[src/hw/rtl/dual_bank_palette_ram_argb_assert.svh]
// ---------------------------------------------------------------------------
// dual_bank_palette_ram_argb assertion macros
// Shorthand for the clocked checks used by the palette ram modules.
// ---------------------------------------------------------------------------
`ifndef DUAL_BANK_PALETTE_RAM_ARGB_ASSERT_SVH
`define DUAL_BANK_PALETTE_RAM_ARGB_ASSERT_SVH

// check that is switched off while reset is high
`define DBPAL_ASSERT(lbl, prop, msg) \
  lbl: assert property (@(posedge clk) disable iff (rst) prop) else $error(msg);

// check that must also hold during reset
`define DBPAL_ASSERT_ALWAYS(lbl, prop, msg) \
  lbl: assert property (@(posedge clk) prop) else $error(msg);

`endif

[src/hw/rtl/dbpal_pkg.sv]
// ---------------------------------------------------------------------------
// dbpal_pkg
// Types, codes and colour conversion shared by the dual bank palette ram.
// ---------------------------------------------------------------------------
package dbpal_pkg;

  localparam int PALETTE_COUNT_DEF  = 256;
  localparam int COLORS_PER_PALETTE = 16;
  localparam int BANK_COUNT         = 2;
  localparam int WORD_W             = 16;
  localparam int OFFSET_W           = 13;
  localparam int ARGB_W             = 32;

  localparam logic [1:0] FUNC_READ   = 2'd0;
  localparam logic [1:0] FUNC_WRITE  = 2'd1;
  localparam logic [1:0] FUNC_SELECT = 2'd2;
  localparam logic [1:0] FUNC_LOOKUP = 2'd3;

  localparam logic [7:0] ALPHA_OPAQUE = 8'hFF;

  typedef struct packed {
    logic [1:0]          func;
    logic [OFFSET_W-1:0] offset;
    logic [WORD_W-1:0]   write_word;
    logic                new_bank;
  } in_word_t;

  typedef struct packed {
    logic [WORD_W-1:0] raw_word;
    logic [ARGB_W-1:0] argb_color;
    logic              bank_now;
  } out_word_t;

  // what the result stage needs to know about an item whose read is in flight
  typedef struct packed {
    logic [1:0] func;
    logic       in_range;
    logic       opaque;
    logic       bank;
  } item_tag_t;

  // six bit channel {color, extra, dark} widened to eight bits
  function automatic logic [7:0] widen_channel(input logic [3:0] four,
                                               input logic       extra,
                                               input logic       dark);
    logic [5:0] c6;
    begin
      c6 = {four, extra, dark};
      return {c6, c6[5:4]};
    end
  endfunction

  function automatic logic [ARGB_W-1:0] word_to_argb(input logic [WORD_W-1:0] w);
    begin
      return {ALPHA_OPAQUE,
              widen_channel(w[11:8], w[14], w[15]),
              widen_channel(w[7:4],  w[13], w[15]),
              widen_channel(w[3:0],  w[12], w[15])};
    end
  endfunction

endpackage

[src/hw/rtl/dbpal_out.sv]
// ---------------------------------------------------------------------------
// dbpal_out
// Result stage: formats the ram read word and holds it in the output register.
// ---------------------------------------------------------------------------
`include "dual_bank_palette_ram_argb_assert.svh"

module dbpal_out (
  input  logic                             clk,
  input  logic                             rst,
  input  logic                             s1_valid,
  input  dbpal_pkg::item_tag_t             s1_tag,
  input  logic [dbpal_pkg::WORD_W-1:0]     rdata,
  output logic                             room,
  output logic                             out_valid,
  input  logic                             out_ready,
  output dbpal_pkg::out_word_t             out_data
);

  dbpal_pkg::out_word_t result;

  assign room = !out_valid || out_ready;

  always_comb begin
    result.raw_word   = '0;
    result.argb_color = '0;
    result.bank_now   = s1_tag.bank;
    if (s1_tag.func == dbpal_pkg::FUNC_READ && s1_tag.in_range) begin
      result.raw_word = rdata;
    end
    if (s1_tag.func == dbpal_pkg::FUNC_LOOKUP && s1_tag.in_range && s1_tag.opaque) begin
      result.argb_color = dbpal_pkg::word_to_argb(rdata);
    end
  end

  always_ff @(posedge clk) begin
    if (rst) begin
      out_valid <= 1'b0;
    end else if (room) begin
      out_valid <= s1_valid;
    end
    if (room && s1_valid) begin
      out_data <= result;
    end
  end

  `DBPAL_ASSERT(a_s1_moves_out, s1_valid && room |=> out_valid, "pending word not moved out")

endmodule

[config.mk]
export PLATFORM = sky130hd
export DESIGN_NAME = dbpal_out
export DESIGN_NICKNAME = d
export VERILOG_FILES = /design/src/hw/rtl/dbpal_pkg.sv /design/src/hw/rtl/dbpal_out.sv
export VERILOG_INCLUDE_DIRS = /design/src /design/src/hw/rtl
export SDC_FILE = /design/constraint.sdc
export NUM_CORES = 1
export LEC_CHECK = 0
export BUFFER_PORTS_ARGS = -buffer_cell sky130_fd_sc_hd__clkbuf_2
export CELL_PAD_IN_SITES_DETAIL_PLACEMENT = 0
export CELL_PAD_IN_SITES_GLOBAL_PLACEMENT = 1
export CORE_UTILIZATION = 25
export DETAILED_ROUTE_END_ITERATION = 6
export HOLD_SLACK_MARGIN = 0.12
export MAX_ROUTING_LAYER = met4
export PLACE_DENSITY_LB_ADDON = 0.1
export SKIP_CTS_REPAIR_TIMING = 1
export SYNTH_ARGS = -nofsm -noshare
export SYNTH_HDL_FRONTEND = slang
export SYNTH_SLANG_ARGS = --single-unit
[constraint.sdc]
create_clock -name clk -period 1.8 [get_ports clk]
set_clock_uncertainty 0.1 [all_clocks]
set_input_delay 0.18 -clock clk [delete_from_list [all_inputs] [get_ports clk]]
set_output_delay 0.18 -clock clk [all_outputs]
set_load 0.02 [all_outputs]
==> impl_results.md <==
- Register-to-register setup slack: 0.49 ns
- Clk buf depth: 2
- CTS Buf Count: 5
- Worst Setup EP: out_valid
- Tmin final: 1.39 ns
- Post-synth EDFFs: 34
- Startpoint Class: input pin
- Switching share of power: 24.9%
- Worst path depth: 4
- Share of post-route cells with drive strength above 1: 47.2%
- Routed len/inst: 11.8 µm
- Async S/R FF share, synth: 0%
- CP required: 1.93 ns
- Crit path launch: rst
- Outcome: finished clean
- # clock sinks: 35
- Reg2Reg Depth: 3
- Register area share after synthesis: 73.0%
- Comb power frac: 14.6%
- Max frequency: 721 MHz
- Synth area leader: edfxtp_1
- Worst VDD drop: 291 µV
- Dpl ws: 0.447 ns
- Initial Util: 25.9%
- Htree depth: 2
- Met3 usage: 4.12%
- Top-area cell type share of the netlist area: 71.6%
- Synthesized area: 1430 µm²
- Final worst slack: 0.413 ns
- CP Capture Type: flip-flop
- Sequential power share: 54.5%
- Seq cells post-synth: 35
- Core area: 5510 µm²
- Hpwl dp: 1990 µm
- Max Cap Viol: 0
- Initial antenna violation count: 0
- RSZ-0062 raised after global routing: false
- First-pass GRT wire length: 4550 µm
- DRT iter0 DRCs: 20
- IO Pins: 76
- Largest net degree at the start of global routing: 35
- Nets: 200
- Drc violations: 0
- Die Wd: 77.5 µm
- Mapped Nets: 116
- ANT cells: 0
- WP data arrival: 1.52 ns
- Normalized max-slew margin: 64.5%
- R2R Path Start: out_valid
- Top FF cell, synth: edfxtp_1
- Final Hold Vio Count: 0
- Row cnt: 27
- HP Class: in -> reg
- Ys Warns: 0
- Pleak: 0.000906 µW
- Setup CP Type: in -> reg
- Vias/cell: 3.83
- Commonest cells post-synth: edfxtp_1 (34), and2_1 (33), buf_4 (16)
- Antenna-violating nets left: 0
- Register clock-pin slew on the reported worst setup and hold paths: 0.07 ns
- Slew Limit Fails: 0
- Final TNS setup: 0 ns
- Worst-Margin Slew: 0.533 ns
- # port buffers: 75
- Gr ovfl total: 0
- Vias in the first global route: 941
- Grt peak-use layer: met2
- Mean post-synth cell area: 15.7 µm²
- P_int: 1320 µW
- Dominant cell by count in the synthesized netlist: edfxtp_1
- Synth area leaders: edfxtp_1 (72%), and2_1 (14%), buf_4 (8.4%)
- FF-to-FF End: out_valid
- CP most frequent cell: dlygate4sd3_1
- Gate Count Post-Synth: 91
- All-Layer GR Usage: 10.5%
- Synth unique cells: 11
- Die span in y: 77.5 µm
- Largest delay share family, worst path: buffers and inverters
- Placer congestion estimate: 0.649
- Finish-stage setup viols: 0
- Crit-path cells: dlygate4sd3_1 -> clkbuf_2 -> a21oi_1 -> dlygate4sd3_1
- Synthesis-to-layout area growth: 43.5%
- Met2 Track Usage GR: 16.6%
- Drt total wl: 2920 µm
- Clock power frac: 30.8%
- Util after Layout: 37.2%
- Via count: 949
- Worst path buffer plus inverter count: 3
- Area of the die: 6010 µm²
- Period utilization: 77.1%
- Crit-path max FO: 1
- Met1 Resource Use GR: 11.7%
- CTS root buf: clkbuf_8
- DR pass1 iterations: 4
- CTS tree: yes
- Psw: 438 µW
- Pwr dens: 860 nW/µm²
- Clk_lat worst skew: 0.28 ns
- Crit path largest cell delay: 0.56 ns
- Critical path's slowest cell: dlygate4sd3_1
-- per-layer routing --
layer	share of wire, %	vias up
met5	0	-
met2	49	43
met4	2.1	0
met1	43	437
met3	5.8	6
li1	-	463
-- worst reg2reg max path, stage by stage (launching register included) --
cell	delay, ns
dfxtp_1	0.33
nand2b_1	0.10
a21oi_1	0.17
dlygate4sd3_1	0.56
-- power groups by stage --
stage	clock (µW)	combinational [µW]	sequential, µW
global route	600	277	964
floorplan	0	87.4	1040
global placement	0	228	978
detailed placement	0	229	978
CTS	566	229	961
finish	543	258	959
-- placed cells by master (no fill, tap or decap) --
cell type / n
and2_2: 1
inv_1: 1
and2_1: 32
clkbuf_2: 75
buf_12: 1
and4_1: 1
nor3b_4: 1
clkbuf_1: 3
a21oi_1: 1
dfxtp_1: 1
edfxtp_1: 34
dlygate4sd3_1: 19
clkbuf_8: 5
nand2b_1: 1
-- cell families (layout without fill, tap and decap cells) --
logic type             after synthesis  in the layout  synth area share, %
AO/OA/AOI/OAI                        1              1                0.351
buffers and inverters               19            104                 9.82
flip-flops                          35             35                 73.0
AND/OR/NAND/NOR                     36             36                 16.8
-- final cells by class --
| cell class | count | area (µm²) |
|---|---|---|
| well taps | 72 | 90.1 |
| flip-flops and latches | 35 | 1040 |
| inverters | 1 | 3.75 |
| multi-input cells | 37 | 246 |
| repair buffers | 95 | 586 |
| clock buffers | 8 | 80.1 |
| fillers | 562 | 3460 |
-- worst min path at each step --
stage,from,endpoint,slack [ns],depth (start not counted)
2_1_floorplan,rst,out_valid,0.15,1
3_3_place_gp,rst,out_valid,0.24,2
3_5_place_dp,rst,out_valid,0.24,2
4_1_cts,rst,out_valid,-0.06,2
5_1_grt,s1_tag[4],out_data[48],0.32,3
6_report,s1_tag[3],out_data[42],0.31,3
-- metrics by stage --
stage / power, µW / hold slack, ns / instance area, µm² / instances
floorplan: 1130 / 0.149 / 1430 / 91
global placement: 1210 / 0.235 / 1780 / 221
detailed placement: 1210 / 0.244 / 1780 / 221
global route: 1840 / 0.322 / 2050 / 248
CTS: 1760 / -0.0639 / 1860 / 229
finish: 1760 / 0.312 / 2050 / 248
-- registers in the layout, summed over array words and instances (netlist names) --
signal and flops:
out_valid 1, out_data 34
No activity file was read; power rests on OpenSTA's default activity.
